## src/rtl/core/bdlp_pkg.sv

```systemverilog
// Package with types and constants of the button debouncer.
package bdlp_pkg;

    localparam int TIME_W  = 16;
    localparam int EVENT_W = 3;
    localparam int CFG_IDX_W  = 2;
    localparam int CFG_DATA_W = 16;

    localparam logic [TIME_W-1:0] DEBOUNCE_LIM_RST  = 16'd50;
    localparam logic [TIME_W-1:0] LONG_PRESS_MS_RST = 16'd1000;

    // Result event codes
    typedef enum logic [EVENT_W-1:0] {
        EV_NOT_AVAILABLE = 3'd0,
        EV_IDLE          = 3'd1,
        EV_PRESSED       = 3'd2,
        EV_RELEASED      = 3'd3,
        EV_HELD          = 3'd4
    } t_event;

    // Configuration register indexes
    typedef enum logic [CFG_IDX_W-1:0] {
        CFG_ENABLED       = 2'd0,
        CFG_PULL_UP       = 2'd1,
        CFG_DEBOUNCE_LIM  = 2'd2,
        CFG_LONG_PRESS_MS = 2'd3
    } t_cfg_idx;

    // Current configuration, handed from the register file to the step logic
    typedef struct packed {
        logic              enabled;
        logic              pull_up;
        logic [TIME_W-1:0] debounce_lim;
        logic [TIME_W-1:0] long_press_ms;
    } t_cfg;

endpackage

```

## src/rtl/core/bdlp_cfg_regs.sv

```systemverilog
// Configuration register file of the button debouncer.
module bdlp_cfg_regs (
    input  logic                               i_clk,
    input  logic                               i_rst_n,
    input  logic                               i_cfg_we,
    input  logic [bdlp_pkg::CFG_IDX_W-1:0]     i_cfg_index,
    input  logic [bdlp_pkg::CFG_DATA_W-1:0]    i_cfg_wdata,
    output bdlp_pkg::t_cfg                     o_cfg
);

    bdlp_pkg::t_cfg r_cfg;
    bdlp_pkg::t_cfg n_cfg;

    // Decode the write
    always_comb begin
        n_cfg = r_cfg;
        if (i_cfg_we) begin
            unique case (bdlp_pkg::t_cfg_idx'(i_cfg_index))
                bdlp_pkg::CFG_ENABLED:       n_cfg.enabled       = i_cfg_wdata[0];
                bdlp_pkg::CFG_PULL_UP:       n_cfg.pull_up       = i_cfg_wdata[0];
                bdlp_pkg::CFG_DEBOUNCE_LIM:  n_cfg.debounce_lim  = i_cfg_wdata;
                bdlp_pkg::CFG_LONG_PRESS_MS: n_cfg.long_press_ms = i_cfg_wdata;
                default: ;
            endcase
        end
    end

    always_ff @(posedge i_clk) begin
        if (!i_rst_n) begin
            r_cfg.enabled       <= 1'b0;
            r_cfg.pull_up       <= 1'b0;
            r_cfg.debounce_lim  <= bdlp_pkg::DEBOUNCE_LIM_RST;
            r_cfg.long_press_ms <= bdlp_pkg::LONG_PRESS_MS_RST;
        end else begin
            r_cfg <= n_cfg;
        end
    end

    assign o_cfg = r_cfg;

endmodule

```

## src/rtl/core/bdlp_step.sv

```systemverilog
// Debounce and long-press state with the per-poll decision logic.
module bdlp_step (
    input  logic                            i_clk,
    input  logic                            i_rst_n,
    input  bdlp_pkg::t_cfg                  i_cfg,
    input  logic                            i_fire,
    input  logic [bdlp_pkg::TIME_W-1:0]     i_now_ms,
    input  logic                            i_raw_level,
    output bdlp_pkg::t_event                o_event_res,
    output logic                            o_held_status
);

    logic                        r_last_seen_pressed;
    logic                        r_stable_pressed;
    logic [bdlp_pkg::TIME_W-1:0] r_change_time;
    logic [bdlp_pkg::TIME_W-1:0] r_press_time;
    logic                        r_held_flag;

    logic                        n_last_seen_pressed;
    logic                        n_stable_pressed;
    logic [bdlp_pkg::TIME_W-1:0] n_change_time;
    logic [bdlp_pkg::TIME_W-1:0] n_press_time;
    logic                        n_held_flag;

    logic                        pressed;
    logic [bdlp_pkg::TIME_W-1:0] steady_age;
    logic [bdlp_pkg::TIME_W-1:0] press_age;
    bdlp_pkg::t_event            event_res;

    // Active-high level and wrapping time differences
    assign pressed    = i_raw_level ^ i_cfg.pull_up;
    assign steady_age = i_now_ms - n_change_time;
    assign press_age  = i_now_ms - r_press_time;

    // Next state and event for this poll
    always_comb begin
        n_last_seen_pressed = r_last_seen_pressed;
        n_stable_pressed    = r_stable_pressed;
        n_change_time       = r_change_time;
        n_press_time        = r_press_time;
        n_held_flag         = r_held_flag;
        event_res           = bdlp_pkg::EV_NOT_AVAILABLE;
        if (i_cfg.enabled) begin
            // a raw change restarts the steady time
            if (pressed != r_last_seen_pressed) begin
                n_change_time       = i_now_ms;
                n_last_seen_pressed = pressed;
            end
            if ((steady_age > i_cfg.debounce_lim) && (pressed != r_stable_pressed)) begin
                n_stable_pressed = pressed;
                if (pressed) begin
                    n_press_time = i_now_ms;
                    event_res    = bdlp_pkg::EV_PRESSED;
                end else begin
                    n_held_flag = 1'b0;
                    event_res   = bdlp_pkg::EV_RELEASED;
                end
            end else if (r_stable_pressed && (press_age >= i_cfg.long_press_ms)) begin
                n_held_flag = 1'b1;
                event_res   = bdlp_pkg::EV_HELD;
            end else begin
                event_res = bdlp_pkg::EV_IDLE;
            end
        end
    end

    // State advances only when a poll goes through
    always_ff @(posedge i_clk) begin
        if (!i_rst_n) begin
            r_last_seen_pressed <= 1'b0;
            r_stable_pressed    <= 1'b0;
            r_change_time       <= '0;
            r_press_time        <= '0;
            r_held_flag         <= 1'b0;
        end else if (i_fire) begin
            r_last_seen_pressed <= n_last_seen_pressed;
            r_stable_pressed    <= n_stable_pressed;
            r_change_time       <= n_change_time;
            r_press_time        <= n_press_time;
            r_held_flag         <= n_held_flag;
        end
    end

    assign o_event_res   = event_res;
    assign o_held_status = n_held_flag;

endmodule

```

## src/rtl/core/button_debounce_long_press.sv

```systemverilog
// Top level of the button debouncer with long-press detection.
//
// Usage:
//   Poll channel: i_in_valid / o_in_ready carry one poll (i_now_ms, a wrapping
//   millisecond timestamp, and i_raw_level, the pin level) per transfer.
//   Result channel: o_out_valid / i_out_ready carry one result per poll:
//   o_event_res (not available, idle, pressed, released, held) and
//   o_held_status (held flag after that poll).
//   Configuration: i_cfg_we writes i_cfg_wdata to register i_cfg_index
//   (0 enabled, 1 pull-up, 2 debounce time, 3 long-press time).
// Timing:
//   A transferred poll is captured in the poll register and moves into the
//   result register when that is free or being drained.
//   One poll per cycle is taken in steady flow, while the receiver is ready.
//   While the receiver stalls, the result register holds its item and the
//   poll register still takes one more poll; then o_in_ready drops.
// Reset:
//   Synchronous, active low. Both stages empty, the button state reads
//   released, the block is disabled with 50 ms debounce and 1000 ms
//   long-press times.
module button_debounce_long_press (
    input  logic                            i_clk,
    input  logic                            i_rst_n,
    input  logic                            i_cfg_we,
    input  logic [bdlp_pkg::CFG_IDX_W-1:0]  i_cfg_index,
    input  logic [bdlp_pkg::CFG_DATA_W-1:0] i_cfg_wdata,
    input  logic                            i_in_valid,
    output logic                            o_in_ready,
    input  logic [bdlp_pkg::TIME_W-1:0]     i_now_ms,
    input  logic                            i_raw_level,
    output logic                            o_out_valid,
    input  logic                            i_out_ready,
    output logic [bdlp_pkg::EVENT_W-1:0]    o_event_res,
    output logic                            o_held_status
);

    bdlp_pkg::t_cfg              cfg;
    logic                        r_in_valid;
    logic [bdlp_pkg::TIME_W-1:0] r_in_now_ms;
    logic                        r_in_raw_level;
    logic                        r_out_valid;
    bdlp_pkg::t_event            r_out_event;
    logic                        r_out_held;
    logic                        advance;
    logic                        in_xfer;
    bdlp_pkg::t_event            step_event;
    logic                        step_held;

    bdlp_cfg_regs u_cfg_regs (
        .i_clk       (i_clk),
        .i_rst_n     (i_rst_n),
        .i_cfg_we    (i_cfg_we),
        .i_cfg_index (i_cfg_index),
        .i_cfg_wdata (i_cfg_wdata),
        .o_cfg       (cfg)
    );

    // Poll moves into the result register when that is free or being drained
    assign advance    = r_in_valid && (!r_out_valid || i_out_ready);
    assign o_in_ready = !r_in_valid || advance;
    assign in_xfer    = i_in_valid && o_in_ready;

    // Poll register
    always_ff @(posedge i_clk) begin
        if (!i_rst_n) begin
            r_in_valid <= 1'b0;
        end else if (in_xfer) begin
            r_in_valid <= 1'b1;
        end else if (advance) begin
            r_in_valid <= 1'b0;
        end
    end

    always_ff @(posedge i_clk) begin
        if (in_xfer) begin
            r_in_now_ms    <= i_now_ms;
            r_in_raw_level <= i_raw_level;
        end
    end

    bdlp_step u_step (
        .i_clk         (i_clk),
        .i_rst_n       (i_rst_n),
        .i_cfg         (cfg),
        .i_fire        (advance),
        .i_now_ms      (r_in_now_ms),
        .i_raw_level   (r_in_raw_level),
        .o_event_res   (step_event),
        .o_held_status (step_held)
    );

    // Result register
    always_ff @(posedge i_clk) begin
        if (!i_rst_n) begin
            r_out_valid <= 1'b0;
        end else if (advance) begin
            r_out_valid <= 1'b1;
        end else if (i_out_ready) begin
            r_out_valid <= 1'b0;
        end
    end

    always_ff @(posedge i_clk) begin
        if (advance) begin
            r_out_event <= step_event;
            r_out_held  <= step_held;
        end
    end

    assign o_out_valid   = r_out_valid;
    assign o_event_res   = r_out_event;
    assign o_held_status = r_out_held;

endmodule

```

## config.mk

```make
export PLATFORM = sky130hd
export DESIGN_NAME = button_debounce_long_press
export DESIGN_NICKNAME = d
export VERILOG_FILES = /design/src/rtl/core/bdlp_pkg.sv /design/src/rtl/core/bdlp_cfg_regs.sv /design/src/rtl/core/bdlp_step.sv /design/src/rtl/core/button_debounce_long_press.sv
export SDC_FILE = /design/constraint.sdc
export NUM_CORES = 1
export LEC_CHECK = 0
export ABC_AREA = 1
export BUFFER_PORTS_ARGS = -buffer_cell sky130_fd_sc_hd__buf_2
export CAP_MARGIN = 20
export CORE_MARGIN = 4
export CORE_UTILIZATION = 60
export DETAILED_ROUTE_END_ITERATION = 8
export PLACE_DENSITY_LB_ADDON = 0.3
export SETUP_SLACK_MARGIN = 0.05
export SYNTH_ARGS = -nofsm -noshare
export SYNTH_HDL_FRONTEND = slang
export SYNTH_SLANG_ARGS = --single-unit
```

## constraint.sdc

```tcl
create_clock -name i_clk -period 4.39 [get_ports i_clk]
set_input_delay 0.6585 -clock i_clk [delete_from_list [all_inputs] [get_ports i_clk]]
set_output_delay 0.6585 -clock i_clk [all_outputs]
set_load 0.03 [all_outputs]
```

==> flow_summary.yaml, run 1 <==
placement:
  port_buffers: 45
  placedInstanceArea_um2: 6010
  dp_hpwl_mm: 10.9
  gp_congestion: 0.877
  dp_slack_ns: 0.216
layout:
  regArea_um2: 2050
  syn_to_final_growth_pct: 13.3
  multiInputGateArea_um2: 3200
  nFillCells: 757
  final_nets: 886
  drive_above_1_share_pct: 15.0
  fin_area_um2: 6430
  antenna_cells: 0
detailed_routing:
  drc: 0
  antenna_left: 0
  drt_first_pass_iters: 5
  avgRoutedWirePerCell_um: 15.2
  first_iter_violations: 288
  via_per_inst: 5.54
  wirelength_mm: 14.0
  met2WireLength_mm: 6.64
  dr_wl_met3_um: 630
  vias: 5102
  m1WireLength_mm: 6.41
  topRoutingLayerUsed: "met4"
worst_setup_path:
  setup.worst_path.end_class: "flop"
  path_common_cell: "nand2_1"
  crit_end: "u_step.r_press_time[10]"
  cp_slowest_cell: "edfxtp_1"
  start_kind: "flop"
  cp.required_ns: 4.64
  worst-path-max-fanout: 18
  r2r-end: "u_step.r_press_time[10]"
  max_stage_delay_ns: 0.43
  critPathArrivalTime_ns: 4.27
  rrSetupSlack_ns: 0.37
  setup.worst_path.class: "reg2reg"
  worst-r2r-cell-count: 25
  startpoint: "r_in_raw_level"
  r2r_start: "r_in_raw_level"
floorplanning:
  die_w_um: 105
  fp.dieH_um: 105
  die_area_um2: 11100
  placementRows: 35
  start_util_pct: 61.4
  core_area_um2: 9240
  ios: 46
timing:
  final_max_slew_viol_count: 0
  fin_tns_setup_ns: 0
  slew_headroom_pct: 32.1
  finalClockSkew_ns: 0.0107
  fin_ws_ns: 0.370
  rsz0062_at_grt: "yes"
  finalCriticalPeriod_ns: 4.02
  setup_viol: 0
  finalHoldViolations: 0
  worst_pin_slew_ns: 1.02
  clock.fmax_mhz: 249
  finalCritPeriodShare_pct: 91.6
power_and_ir_drop:
  p_leak_nw: 2.94
  peakVddDrop_mv: 0.191
  power_density_nw_per_um2: 328
global_routing:
  grt-ovfl-total: 0
  grt_max_degree: 33
  antenna_found_initial: 0
  grt.total_usage_pct: 25.1
  grt_pass1_vias: 4865
  grt_pass1_wl_mm: 22.7
clock_tree:
  ctsHtreeMaxLevel: 3
  cts_buffer_depth: 2
  ctsHoldBuffers: 0
  cts_tree: "done"
  cts_root_buffer: "clkbuf_8"
  clk_latency_ns: 0.36
  cts_made_buffers: 9
  cts.clk_slew.worst_paths_ns: 0.10
  cts_sinks: 92
synth:
  syn-cell-area_um2: 5670
  yosys_register_bits: 92
  netlist_instances: 738
  synth_area_per_cell_um2: 7.69
  yosysUniqueCellTypes: 39
  seq_area_frac_synth_pct: 36.2
  synth_fp_nets: 837
  ys_warn_count: 0
run_status:
  status: "finished, final reports clean"
job:
  max_cap_viol_count: 0
hold_path:
  holdCritPathClass: "reg2reg"
-- synth_stat cells --
cell type | n | area (um2)
nand2_1 | 122 | 458
inv_1 | 119 | 447
a21oi_1 | 92 | 460
dfxtp_1 | 71 | 1420
o21ai_0 | 60 | 300
ha_1 | 58 | 726
nor2_1 | 40 | 150
nand3_1 | 26 | 130
edfxtp_1 | 21 | 631
xor2_1 | 15 | 131
o211ai_1 | 13 | 97.6
clkbuf_1 | 12 | 45.0
nor3_1 | 11 | 55.1
mux2i_1 | 10 | 100
xnor2_1 | 9 | 78.8
nand3_2 | 7 | 70.1
a31oi_1 | 5 | 31.3
inv_2 | 5 | 18.8
nand2_2 | 5 | 31.3
o21ai_1 | 5 | 25.0
o21bai_1 | 5 | 37.5
nor4_1 | 4 | 25.0
buf_2 | 3 | 15.0
a2111oi_0 | 2 | 17.5
nand3_4 | 2 | 35.0
nand4_1 | 2 | 12.5
o21a_1 | 2 | 15.0
a21boi_0 | 1 | 7.51
a21oi_2 | 1 | 8.76
buf_1 | 1 | 3.75
buf_4 | 1 | 7.51
buf_6 | 1 | 11.3
fa_1 | 1 | 20.0
nand3b_1 | 1 | 7.51
nand3b_2 | 1 | 11.3
nor2_2 | 1 | 6.26
o21ai_2 | 1 | 8.76
o22ai_1 | 1 | 6.26
o31ai_1 | 1 | 7.51
-- state kept, by name, indices dropped and copies added (netlist names) --
name	flops
u_step.r_last_seen_pressed	1
o_held_status	1
u_step.r_change_time	16
r_in_now_ms	16
o_out_valid	1
r_in_raw_level	1
r_in_valid	1
u_step.r_press_time	16
u_cfg_regs.o_cfg	34
u_step.r_held_flag	1
u_step.r_stable_pressed	1
o_event_res	3
-- logic make-up after synthesis --
kind of cell,after synthesis,share of synthesized area [%]
simple gates,222,17.5
compound gates,189,18.0
buf+inv,142,9.66
flops,92,36.2
fa+ha+maj,59,13.1
xor+xnor,24,3.71
mux,10,1.76
-- placed cells by master, fill, tap and decap left out, types with 6 or more instances in the layout --
cell / instances
nand2_2: 8
dfxtp_1: 70
nor2_1: 38
a21oi_1: 89
xor2_1: 15
buf_4: 7
clkbuf_8: 9
buf_2: 45
xnor2_1: 9
o21ai_1: 10
ha_1: 54
nand3_1: 26
nor3_1: 11
o211ai_1: 13
inv_1: 118
nand2_1: 119
nand3_2: 7
edfxtp_1: 21
o21ai_0: 54
inv_2: 6
mux2i_2: 6
-- worst min-delay path by stage --
stage | slack (ns) | endpoint | depth (start not counted) | startpoint
final | 0.46 | u_cfg_regs.o_cfg[15] | 2 | u_cfg_regs.o_cfg[15]
after floorplan | 0.43 | u_step.r_press_time[10] | 2 | u_step.r_press_time[10]
after CTS | 0.46 | r_in_now_ms[2] | 1 | i_now_ms[2]
after detailed placement | 0.45 | u_step.r_press_time[9] | 2 | u_step.r_press_time[9]
after global routing | 0.45 | r_in_now_ms[2] | 1 | i_now_ms[2]
after global placement | 0.44 | u_step.r_press_time[6] | 2 | u_step.r_press_time[6]
-- report_power, final --
group	internal, mW	switching (mW)
clock network	0.323	0.306
logic	0.214	0.331
registers	0.905	0.0293
-- worst max-delay path: cells and delay by family, from the launching register on --
kind                     cells  cell delay, ns
multiplexers                 1            0.15
buffers and inverters        5            0.71
flip-flops                   1            0.43
AND/OR/NAND/NOR             12            1.05
AO/OA/AOI/OAI                5            0.95
adder cells (fa/ha/maj)      2            0.63
-- cell type report --
| cell class | instances | area share, % |
|---|---|---|
| Clock buffer | 10 | 1.99 |
| Multi-Input combinational cell | 504 | 49.8 |
| Timing Repair Buffer | 56 | 5.14 |
| Clock inverter | 6 | 1.36 |
| Sequential cell | 92 | 31.9 |
| Tap cell | 129 | 2.51 |
| Inverter | 124 | 7.24 |
-- per-stage QoR --
stage	util [%]	hold slack, ns	cells	power [mW]
floorplan	-	0.433	738	1.31
finish	69.6	0.463	921	2.11
detailed placement	65.0	0.453	898	1.45
CTS	67.3	0.463	914	2.06
global placement	65.0	0.444	898	1.42
global route	69.6	0.455	921	2.23
-- metal layers --
| metal | global-route usage, % | vias up |
|---|---|---|
| li1 | - | 2557 |
| met1 | 32.9 | 2388 |
| met2 | 42.9 | 130 |
| met3 | 3.67 | 27 |
| met4 | 7.59 | 0 |
| met5 | 0 | - |
-- what timing repair did --
| item | in CTS | in global routing |
|---|---|---|
| buffers inserted | 0 | 7 |
| resized for setup | 0 | 43 |
| endpoints found under the setup margin | 0 | 22 |
No activity file was read; power rests on OpenSTA's default activity.
==> run 2, diff against run 1 <==
--- a/config.mk
+++ b/config.mk
@@ -6,7 +6,7 @@
 export NUM_CORES = 1
 export LEC_CHECK = 0
 export ABC_AREA = 1
-export BUFFER_PORTS_ARGS = -buffer_cell sky130_fd_sc_hd__buf_2
+export BUFFER_PORTS_ARGS = -buffer_cell sky130_fd_sc_hd__buf_4
 export CAP_MARGIN = 20
 export CORE_MARGIN = 4
 export CORE_UTILIZATION = 60
==> run 2 against run 1 <==
Sequential cell count is the same. First-iteration DRC count grew 18%. Count of clock-buffer cells in the layout shrank 1.
==> flow_summary.yaml, run 2 (synthesized netlist as in run 1, its figures left out) <==
detailed_routing:
  vias: 5161
  drc: 0
  avgRoutedWirePerCell_um: 15.6
  via_per_inst: 5.62
  first_iter_violations: 339
  drt_first_pass_iters: 5
  wirelength_mm: 14.3
  antenna_left: 0
placement:
  port_buffers: 45
  gp_congestion: 0.852
  dp_hpwl_mm: 10.6
  placedInstanceArea_um2: 6110
timing:
  finalClockSkew_ns: 0.00963
  finalHoldViolations: 0
  worst_pin_slew_ns: 1.00
  finalCritPeriodShare_pct: 94.8
  slew_headroom_pct: 33.1
  clock.fmax_mhz: 240
  fin_hold_ws_ns: 0.461
  fin_tns_setup_ns: 0
  setup_viol: 0
  finalCriticalPeriod_ns: 4.16
  final_max_slew_viol_count: 0
global_routing:
  grt_pass1_vias: 4861
  grt-ovfl-total: 0
  grt_max_degree: 59
  grt.total_usage_pct: 24.9
  grt_pass1_wl_mm: 22.4
  antenna_found_initial: 0
layout:
  final_cell_mix: "inv_1, nand2_1, a21oi_1"
  nFillCells: 726
  largest_register_ffs: 34
  antenna_cells: 0
  final_nets: 883
  syn_to_final_growth_pct: 14.9
  final_common_cell: "inv_1"
  fin_area_um2: 6520
  drive_above_1_share_pct: 14.4
  final_util_pct: 70.5
clock_tree:
  clk_latency_ns: 0.37
  ctsHoldBuffers: 0
  cts_tree: "done"
  cts.clk_slew.worst_paths_ns: 0.09
  cts_root_buffer: "clkbuf_8"
  cts_sinks: 92
  cts_made_buffers: 9
  cts_buffer_depth: 2
  ctsHtreeMaxLevel: 3
power_and_ir_drop:
  p_total_mw: 2.01
  power_density_nw_per_um2: 309
  p_leak_nw: 2.94
  peakVddDrop_mv: 0.203
worst_setup_path:
  start_kind: "flop"
  setup.worst_path.class: "reg2reg"
  worst-r2r-cell-count: 25
  cp.required_ns: 4.62
  r2r-end: "u_step.r_stable_pressed"
  rrSetupSlack_ns: 0.23
  worst-path-max-fanout: 9
  critPathArrivalTime_ns: 4.39
  setup.worst_path.end_class: "flop"
  r2r_start: "r_in_raw_level"
run_status:
  status: "finished, final reports clean"
floorplanning:
  ios: 46
  die_area_um2: 11100
  start_util_pct: 61.4
  die_w_um: 105
  fp.dieH_um: 105
  core_area_um2: 9240
  placementRows: 35
hold_path:
  whs_endpoint: "u_step.r_press_time[9]"
  hold_path.startpoint: "u_step.r_press_time[9]"
  holdCritPathClass: "reg2reg"
  hold_path_depth: 2
job:
  max_cap_viol_count: 0
==> run 2: changes by cell type in the layout (fill, tap and decap cells not counted), sizes merged <==
cell | previous run | this run
clkinvlp | 0 | 4
clkbuf | 10 | 9
bufinv | 2 | 0
clkinv | 3 | 2
buf | 56 | 52
nand3 | 35 | 36
==> run 2: where the power goes <==
part           leakage [nW]  switching, mW  internal, mW
clock                0.0779          0.315         0.207
sequential            0.784         0.0313         0.904
combinational          2.08          0.330         0.222
total                  2.94          0.676          1.33
==> run 2: area by class of cell <==
cell class / instances / area (um2) / area share (%)
Multi-Input combinational cell: 505 / 3250 / 49.9
Sequential cell: 92 / 2050 / 31.5
Inverter: 124 / 465 / 7.14
Timing Repair Buffer: 52 / 408 / 6.26
Tap cell: 129 / 161 / 2.48
Clock buffer: 9 / 124 / 1.90
Clock inverter: 7 / 52.6 / 0.807
==> run 2: what timing repair did <==
action	CTS	global route
gates resized for setup	0	35
hold endpoints to repair	0	0
buffers inserted	0	3
setup endpoints to repair	0	22
==> run 2: through the flow <==
| step | cells | worst slack (ns) |
|---|---|---|
| floorplan | 738 | 0.503 |
| global placement | 897 | 0.409 |
| detailed placement | 897 | 0.209 |
| CTS | 913 | 0.153 |
| global route | 918 | -0.0375 |
| finish | 918 | 0.227 |
==> run 2: worst max-delay path by stage <==
stage                               from                      end  slack (ns)  depth (start not counted)
after global routing      r_in_raw_level   u_step.r_press_time[7]       -0.04                         25
after CTS                 r_in_raw_level   u_step.r_press_time[7]        0.15                         25
after floorplan           r_in_raw_level  u_step.r_press_time[12]        0.50                         26
after global placement    r_in_raw_level  u_step.r_press_time[12]        0.41                         25
final                     r_in_raw_level  u_step.r_stable_pressed        0.23                         25
after detailed placement  r_in_raw_level   u_step.r_press_time[4]        0.21                         25
==> run 2: worst max-delay path, stage by stage, from the launching register on <==
cell       delay [ns]
edfxtp_1         0.47
inv_2            0.11
nand2_1          0.09
nand3b_4         0.12
nand3_4          0.19
buf_12           0.20
mux2i_4          0.21
ha_4             0.25
nand2_2          0.09
inv_1            0.05
nand3_1          0.09
nor2_1           0.07
a2111oi_2        0.39
buf_4            0.17
nand3_1          0.07
nand2_1          0.12
ha_4             0.21
a21oi_1          0.14
o21ai_0          0.10
nor2_1           0.11
nand2_1          0.07
nand2_2          0.14
inv_2            0.07
nand2_2          0.12
buf_2            0.25
a21oi_1          0.10
==> run 2: layer usage <==
layer	global-route usage [%]	up-vias	wire length [um]
li1	-	2544	-
met1	32.6	2403	6300
met2	40.7	187	6870
met3	5.57	27	898
met4	8.25	0	268
met5	0	-	0
